[config.mk]
export PLATFORM = sky130hd
export DESIGN_NAME = prc_front
export DESIGN_NICKNAME = d
export VERILOG_FILES = /design/src/rtl/core/prc_pkg.sv /design/src/rtl/core/prc_front.sv
export VERILOG_INCLUDE_DIRS = /design/src /design/src/rtl/core
export SDC_FILE = /design/constraint.sdc
export NUM_CORES = 1
export LEC_CHECK = 0
export BUFFER_PORTS_ARGS = -buffer_cell sky130_fd_sc_hd__buf_4
export CAP_MARGIN = 10
export CORE_MARGIN = 2
export CORE_UTILIZATION = 40
export CTS_CLUSTER_SIZE = 28
export DETAILED_ROUTE_END_ITERATION = 10
export GPL_TIMING_DRIVEN = 0
export PLACE_DENSITY = 0.78
export SETUP_SLACK_MARGIN = 0.5
export SLEW_MARGIN = 20
export SYNTH_ARGS = -nofsm -noshare
export SYNTH_HDL_FRONTEND = slang
export SYNTH_SLANG_ARGS = --single-unit
[constraint.sdc]
create_clock -name i_clk -period 4.65 [get_ports i_clk]
set_input_delay 0.6975 -clock i_clk [delete_from_list [all_inputs] [get_ports i_clk]]
set_output_delay 0.6975 -clock i_clk [all_outputs]
set_load 0.02 [all_outputs]
[src/rtl/core/paged_rom_cache_fifo_unit_defines.svh]
// ----------------------------------------------------------------------------
// Assertion macros for the paged ROM cache
// Shared helpers so assertions vanish in synthesis builds.
// ----------------------------------------------------------------------------
`ifndef PAGED_ROM_CACHE_FIFO_UNIT_DEFINES_SVH
`define PAGED_ROM_CACHE_FIFO_UNIT_DEFINES_SVH
`ifndef SYNTHESIS
`define PRC_ASSERT_IMP(lbl, clk, rst_n, ante, cons) \
    lbl: assert property (@(posedge clk) disable iff (!rst_n) (ante) |-> (cons)) \
        else $error("assertion failed");
`define PRC_ASSERT_NXT(lbl, clk, rst_n, ante, cons) \
    lbl: assert property (@(posedge clk) disable iff (!rst_n) (ante) |=> (cons)) \
        else $error("assertion failed");
`else
`define PRC_ASSERT_IMP(lbl, clk, rst_n, ante, cons)
`define PRC_ASSERT_NXT(lbl, clk, rst_n, ante, cons)
`endif
`endif

[src/rtl/core/prc_pkg.sv]
// ----------------------------------------------------------------------------
// prc_pkg
// Shared types and constants of the paged ROM cache.
// ----------------------------------------------------------------------------
`timescale 1ns / 1ps
`default_nettype none
package prc_pkg;
    localparam int PageBytesDef = 512;
    localparam int SlotsDef     = 16;
    localparam int MapPagesDef  = 65536;

    typedef enum logic [1:0] {
        K_MAP  = 2'd0,
        K_READ = 2'd1,
        K_FILL = 2'd2,
        K_NONE = 2'd3
    } t_kind;

    typedef enum logic [1:0] {
        R_DATA  = 2'd0,
        R_FETCH = 2'd1,
        R_ERROR = 2'd2,
        R_RSVD  = 2'd3
    } t_rkind;

    // front -> back command word
    typedef struct packed {
        t_kind       kind;
        logic [24:0] position;
        logic [1:0]  access_size;
        logic [15:0] page_index;
        logic [31:0] data;
    } t_cmd;
endpackage
`default_nettype wire

[src/rtl/core/prc_front.sv]
// ----------------------------------------------------------------------------
// prc_front
// Input stage: accepts words, aligns read positions and queues commands.
// ----------------------------------------------------------------------------
`timescale 1ns / 1ps
`default_nettype none
`include "paged_rom_cache_fifo_unit_defines.svh"
module prc_front (
    input  wire            i_clk,
    input  wire            i_rst_n,
    input  wire            i_push,
    output logic           o_full,
    input  wire  [1:0]     i_kind,
    input  wire  [24:0]    i_position,
    input  wire  [1:0]     i_access_size,
    input  wire  [15:0]    i_page_index,
    input  wire  [31:0]    i_sector_number,
    input  wire  [31:0]    i_fill_word,
    output prc_pkg::t_cmd  o_cmd,
    output logic           o_cmd_valid,
    input  wire            i_cmd_take
);
    import prc_pkg::*;

    // two-entry command queue
    t_cmd       r_q [2];
    logic       r_wp, r_rp;
    logic [1:0] r_cnt;
    t_cmd       n_cmd;
    logic       w_push, w_pop;

    always_comb begin
        n_cmd.kind        = t_kind'(i_kind);
        n_cmd.access_size = i_access_size;
        n_cmd.page_index  = i_page_index;
        n_cmd.data        = (t_kind'(i_kind) == K_MAP) ? i_sector_number : i_fill_word;
        n_cmd.position    = i_position;
        if (i_access_size == 2'd1) begin
            n_cmd.position[0] = 1'b0;
        end else if (i_access_size[1]) begin
            n_cmd.position[1:0] = 2'b00;
        end
    end

    assign o_full      = r_cnt[1];
    assign w_push      = i_push && !o_full;
    assign o_cmd_valid = (r_cnt != 2'd0);
    assign w_pop       = o_cmd_valid && i_cmd_take;
    assign o_cmd       = r_q[r_rp];

    always_ff @(posedge i_clk) begin
        if (w_push) begin
            r_q[r_wp] <= n_cmd;
        end
    end

    always_ff @(posedge i_clk) begin
        if (!i_rst_n) begin
            r_wp  <= 1'b0;
            r_rp  <= 1'b0;
            r_cnt <= 2'd0;
        end else begin
            if (w_push) r_wp <= !r_wp;
            if (w_pop)  r_rp <= !r_rp;
            r_cnt <= r_cnt + {1'b0, w_push} - {1'b0, w_pop};
        end
    end

    `PRC_ASSERT_IMP(a_no_overflow, i_clk, i_rst_n, r_cnt == 2'd2, !w_push)
    `PRC_ASSERT_IMP(a_cnt_range, i_clk, i_rst_n, 1'b1, r_cnt != 2'd3)
    `PRC_ASSERT_NXT(a_pop_drops, i_clk, i_rst_n, w_pop && !w_push, r_cnt == $past(r_cnt) - 2'd1)
endmodule
`default_nettype wire

==> impl.org <==
** Min path
- Along the worst hold path, the cell count comes to 1.
- Hold crit path type :: in -> reg
- The path with the worst hold slack has its endpoint at r_q[1][32].
- Launch point of the worst hold path :: i_page_index[0]

** Routing
- Initial DRC count :: 196
- After detailed routing, the total wire length is 12.0 mm.
- Dividing the detail-routed wire length by the instance count gives 16.1 um.
- After detailed routing, the number of remaining DRC violations is 0.
- In this run the remaining antenna-violating nets after routing total 0.
- Number of search-and-repair iterations in the first detailed-routing pass :: 4
- The detailed router placed 3,471 vias in this run.
- Vias per Instance :: 4.66

** Timing
- Number of failing setup endpoints in the final timing report :: 0
- Min Tclk post-route :: 2.38 ns
- The max-slew violation count is 0.
- Fmax :: 420 MHz
- Once routing completed, OpenROAD measured the worst setup slack at 2.27 ns.
- Headroom to the max-slew limit came out at 0.638.
- The number of hold violations in the final report came to 0.
- For the pin with the worst max-slew slack, the measured transition is 0.542 ns.
- Setup repair after global routing missed its margin :: no
- Setup TNS :: 0 ns
- Final setup skew :: 0.00428 ns
- In the finished design, the share of the clock period the worst path needs comes to 0.512.

** Yosys
- Synthesis handed over a netlist of 305 instances.
- Share of async-settable or async-resettable flops after synthesis :: 0
- Post-synth cell types :: 26
- Each instance of the synthesized netlist takes up on average 20.8 sq um.
- Of the post-synthesis cell area, the dominant cell type holds 0.730.
- Counting every net in the synthesized netlist gives 419.
- Most common cell in the netlist :: sky130_fd_sc_hd__edfxtp_1
- After synthesis the netlist holds a flip-flop and latch count of 159.
- In the post-synthesis netlist, the biggest area contributors are sky130_fd_sc_hd__edfxtp_1 73%, sky130_fd_sc_hd__mux2_2 14%, sky130_fd_sc_hd__mux2_4 7.1%.
- Count of flip-flops with a built-in enable after synthesis :: 154
- Summed over all instances, the cell type with the most area after synthesis is sky130_fd_sc_hd__edfxtp_1.
- The synthesized netlist occupies a cell area of 6330 sq um.
- Cell types with the highest counts after synthesis :: 154 x sky130_fd_sc_hd__edfxtp_1, 77 x sky130_fd_sc_hd__mux2_2, 30 x sky130_fd_sc_hd__mux2_4, 5 x sky130_fd_sc_hd__dfxtp_1
- The share of the Yosys chip area taken by registers is 0.746.
- The most used flip-flop cell after synthesis is sky130_fd_sc_hd__edfxtp_1.
- During synthesis, Yosys emitted a total of 0 warnings.

** Critical path
- In this run the critical register-to-register path is captured at r_q[0][67].
- Along the worst path, the maximum fanout reaches 10.
- By instance count, the cell type seen most on the critical path is sky130_fd_sc_hd__buf_6.
- Longest individual stage delay on the worst path :: 0.33 ns
- Startpoint of the lowest-slack register-to-register path :: r_cnt[1]
- Worst-path cell chain :: buf_6, buf_6, buf_8, mux2_4, buf_4
- For the worst setup path, the data arrival time is 1.68 ns.
- For flop-to-flop paths, the worst setup slack is 2.84 ns.
- Cell with the largest stage delay on the worst path :: sky130_fd_sc_hd__dfxtp_1
- Cell family contributing the most delay on the critical path :: buffers and inverters
- Data required time of the worst path :: 3.95 ns
- Counting both buffers and inverters, the worst setup path holds a total of 4.
- Endpoint type of the worst setup path :: output pin
- Worst Path Class, Setup :: reg -> out
- Worst Reg2Reg Path Length in Cells :: 4
- STA classifies the critical path startpoint as a register.

** CTS
- Setup Fix Bufs, Post-CTS :: 0
- Clock-pin slew was measured on the worst setup and hold paths at 0.06 ns.
- Clock Root Buffer :: sky130_fd_sc_hd__clkbuf_16
- Maximum level of the CTS H-tree :: 4
- Once the clock tree was built, the resizer swapped 0 gates to a different size.
- Counting along the longest clock path gives a buffer depth of 2.
- Num Clock Sinks :: 159
- Clock latency on the worst-skew pair, taken at its later pin, is 0.40 ns.
- Hold Buf Count CTS :: 0
- TritonCTS built the clock tree.
- In this run, CTS created clock tree buffers numbering 17.

** Floorplanning
- Width of the chip :: 130 um
- For this configuration, the core starts out at a cell density of 0.414.
- Height of the die :: 130 um
- The floorplan has 45 rows.
- For this design the top-level I/O count stands at 192.
- Full die area :: 16,900 sq um
- After floorplanning, the core was sized to cover 15,300 sq um.

** Place
- HPWL reported at the end of detailed placement :: 8.45 mm
- GP Congestion :: 0.687
- The number of placed instances, taps included, is 713.
- I/O Buffers :: 191
- Worst slack at placement :: 2.44 ns

** Layout
- The count of cells in the finished layout, fillers not included, comes to 745.
- After filler insertion, the fill cell instance count of the layout stands at 1,192.
- The repair_antennas step left the layout with diodes totalling 0.
- Net count reported at finish :: 635
- Utilization after layout :: 0.572
- Post-synthesis to final-layout area growth :: 38.3%
- Fraction of layout instances using a drive strength above 1 :: 0.652

** Pwr
- Peak supply drop :: 0.293 mV
- The design draws 4.09 mW.
- Summed over all cells, the static leakage comes to 3.37 nW.
- In this run the power density over the cells is 467 nW/um^2.

** GRT
- Vias in the first global route :: 3,579
- For this run, the total global-route usage over all layers was measured as 0.141.
- Total congestion overflow after global routing :: 0
- Largest net degree at the start of global routing :: 27
- Number of antenna violations at the first check in global routing :: 0
- First-pass GRT wire length :: 17.8 mm

** Run status
- The flow ran to the end, and the final reports show no timing, DRC or antenna violations.

** Flow run
- The tool flagged a number of max-cap violations equal to 0.
## per-layer routing
metal | part of all wire | GRT usage | wire, um | vias up
met5 | 0 | 0 | 0 | -
met4 | 0.0075 | 0.0455 | 90 | 0
met3 | 0.072 | 0.0525 | 860 | 9
met2 | 0.51 | 0.240 | 6140 | 129
met1 | 0.41 | 0.167 | 4900 | 1700
li1 | - | - | - | 1633
## placed cells by master (no fill, tap or decap)
cell	Yosys	routed
sky130_fd_sc_hd__a211oi_1	1	1
sky130_fd_sc_hd__and2_1	4	4
sky130_fd_sc_hd__and3b_1	1	1
sky130_fd_sc_hd__and4bb_2	1	1
sky130_fd_sc_hd__buf_12	0	4
sky130_fd_sc_hd__buf_16	0	2
sky130_fd_sc_hd__buf_2	4	4
sky130_fd_sc_hd__buf_4	3	194
sky130_fd_sc_hd__buf_6	2	2
sky130_fd_sc_hd__buf_8	3	3
sky130_fd_sc_hd__bufinv_16	0	3
sky130_fd_sc_hd__clkbuf_1	0	2
sky130_fd_sc_hd__clkbuf_16	0	17
sky130_fd_sc_hd__clkinv_1	0	3
sky130_fd_sc_hd__clkinv_2	0	3
sky130_fd_sc_hd__clkinvlp_4	0	4
sky130_fd_sc_hd__dfxtp_1	5	5
sky130_fd_sc_hd__edfxtp_1	154	154
sky130_fd_sc_hd__ha_1	1	1
sky130_fd_sc_hd__inv_1	2	2
sky130_fd_sc_hd__mux2_1	2	2
sky130_fd_sc_hd__mux2_2	77	77
sky130_fd_sc_hd__mux2_4	30	30
sky130_fd_sc_hd__nand2_1	1	1
sky130_fd_sc_hd__nand2b_1	1	1
sky130_fd_sc_hd__nor2_1	3	1
sky130_fd_sc_hd__nor2_2	1	1
sky130_fd_sc_hd__nor2_4	0	2
sky130_fd_sc_hd__nor2b_1	2	2
sky130_fd_sc_hd__nor3_1	1	1
sky130_fd_sc_hd__nor3b_1	1	1
sky130_fd_sc_hd__o21a_1	1	1
sky130_fd_sc_hd__o21ai_0	2	2
sky130_fd_sc_hd__or2_2	1	1
sky130_fd_sc_hd__xnor2_1	1	1
## through the flow
step           area, sq um  hold WS [ns]
5_1_grt               8760         0.445
3_5_place_dp          8180         0.591
2_1_floorplan         6340         0.552
6_report              8760         0.474
3_3_place_gp          8040         0.568
4_1_cts               8760         0.450
## cell families (layout without fill, tap and decap cells)
logic type      after synthesis  after routing  synth area share
flops                       159            159             0.746
compound gates                4              4           0.00395
xor+xnor                      1              1           0.00138
fa+ha+maj                     1              1           0.00198
buf+inv                      14            243            0.0186
mux                         109            109             0.212
simple gates                 17             17            0.0166
## cell type report
class / count / area, sq um / area share
clock buffers: 19 / 433 / 0.0494
flip-flops and latches: 159 / 4720 / 0.539
repair buffers: 197 / 1570 / 0.179
well taps: 211 / 264 / 0.0301
inverters: 2 / 7.51 / 0.000857
plain buffers: 12 / 110 / 0.0126
clock inverters: 13 / 146 / 0.0167
multi-input cells: 132 / 1510 / 0.172
## worst max path at each step
| stage | end | slack (ns) | cells past startpoint |
|---|---|---|---|
| final | o_cmd[52] | 2.27 | 5 |
| after global routing | o_cmd[52] | 2.19 | 5 |
| after CTS | o_cmd[52] | 2.20 | 5 |
| after detailed placement | r_q[1][66] | 2.44 | 5 |
| after global placement | r_q[0][69] | 0.29 | 3 |
| after floorplan | r_q[0][0] | 1.39 | 2 |
## state kept, by name, indices dropped and copies added (netlist names), named ones only
register	cells
r_cnt	2
r_rp	1
r_q	154
r_wp	1
## report_power, final
part | leakage (nW) | internal [mW] | switching [mW] | total, mW
logic | 1.62 | 0.498 | 0.476 | 0.974
registers | 1.48 | 1.72 | 0.0330 | 1.76
clock network | 0.271 | 0.835 | 0.527 | 1.36
(Power assumes the default switching activity.)
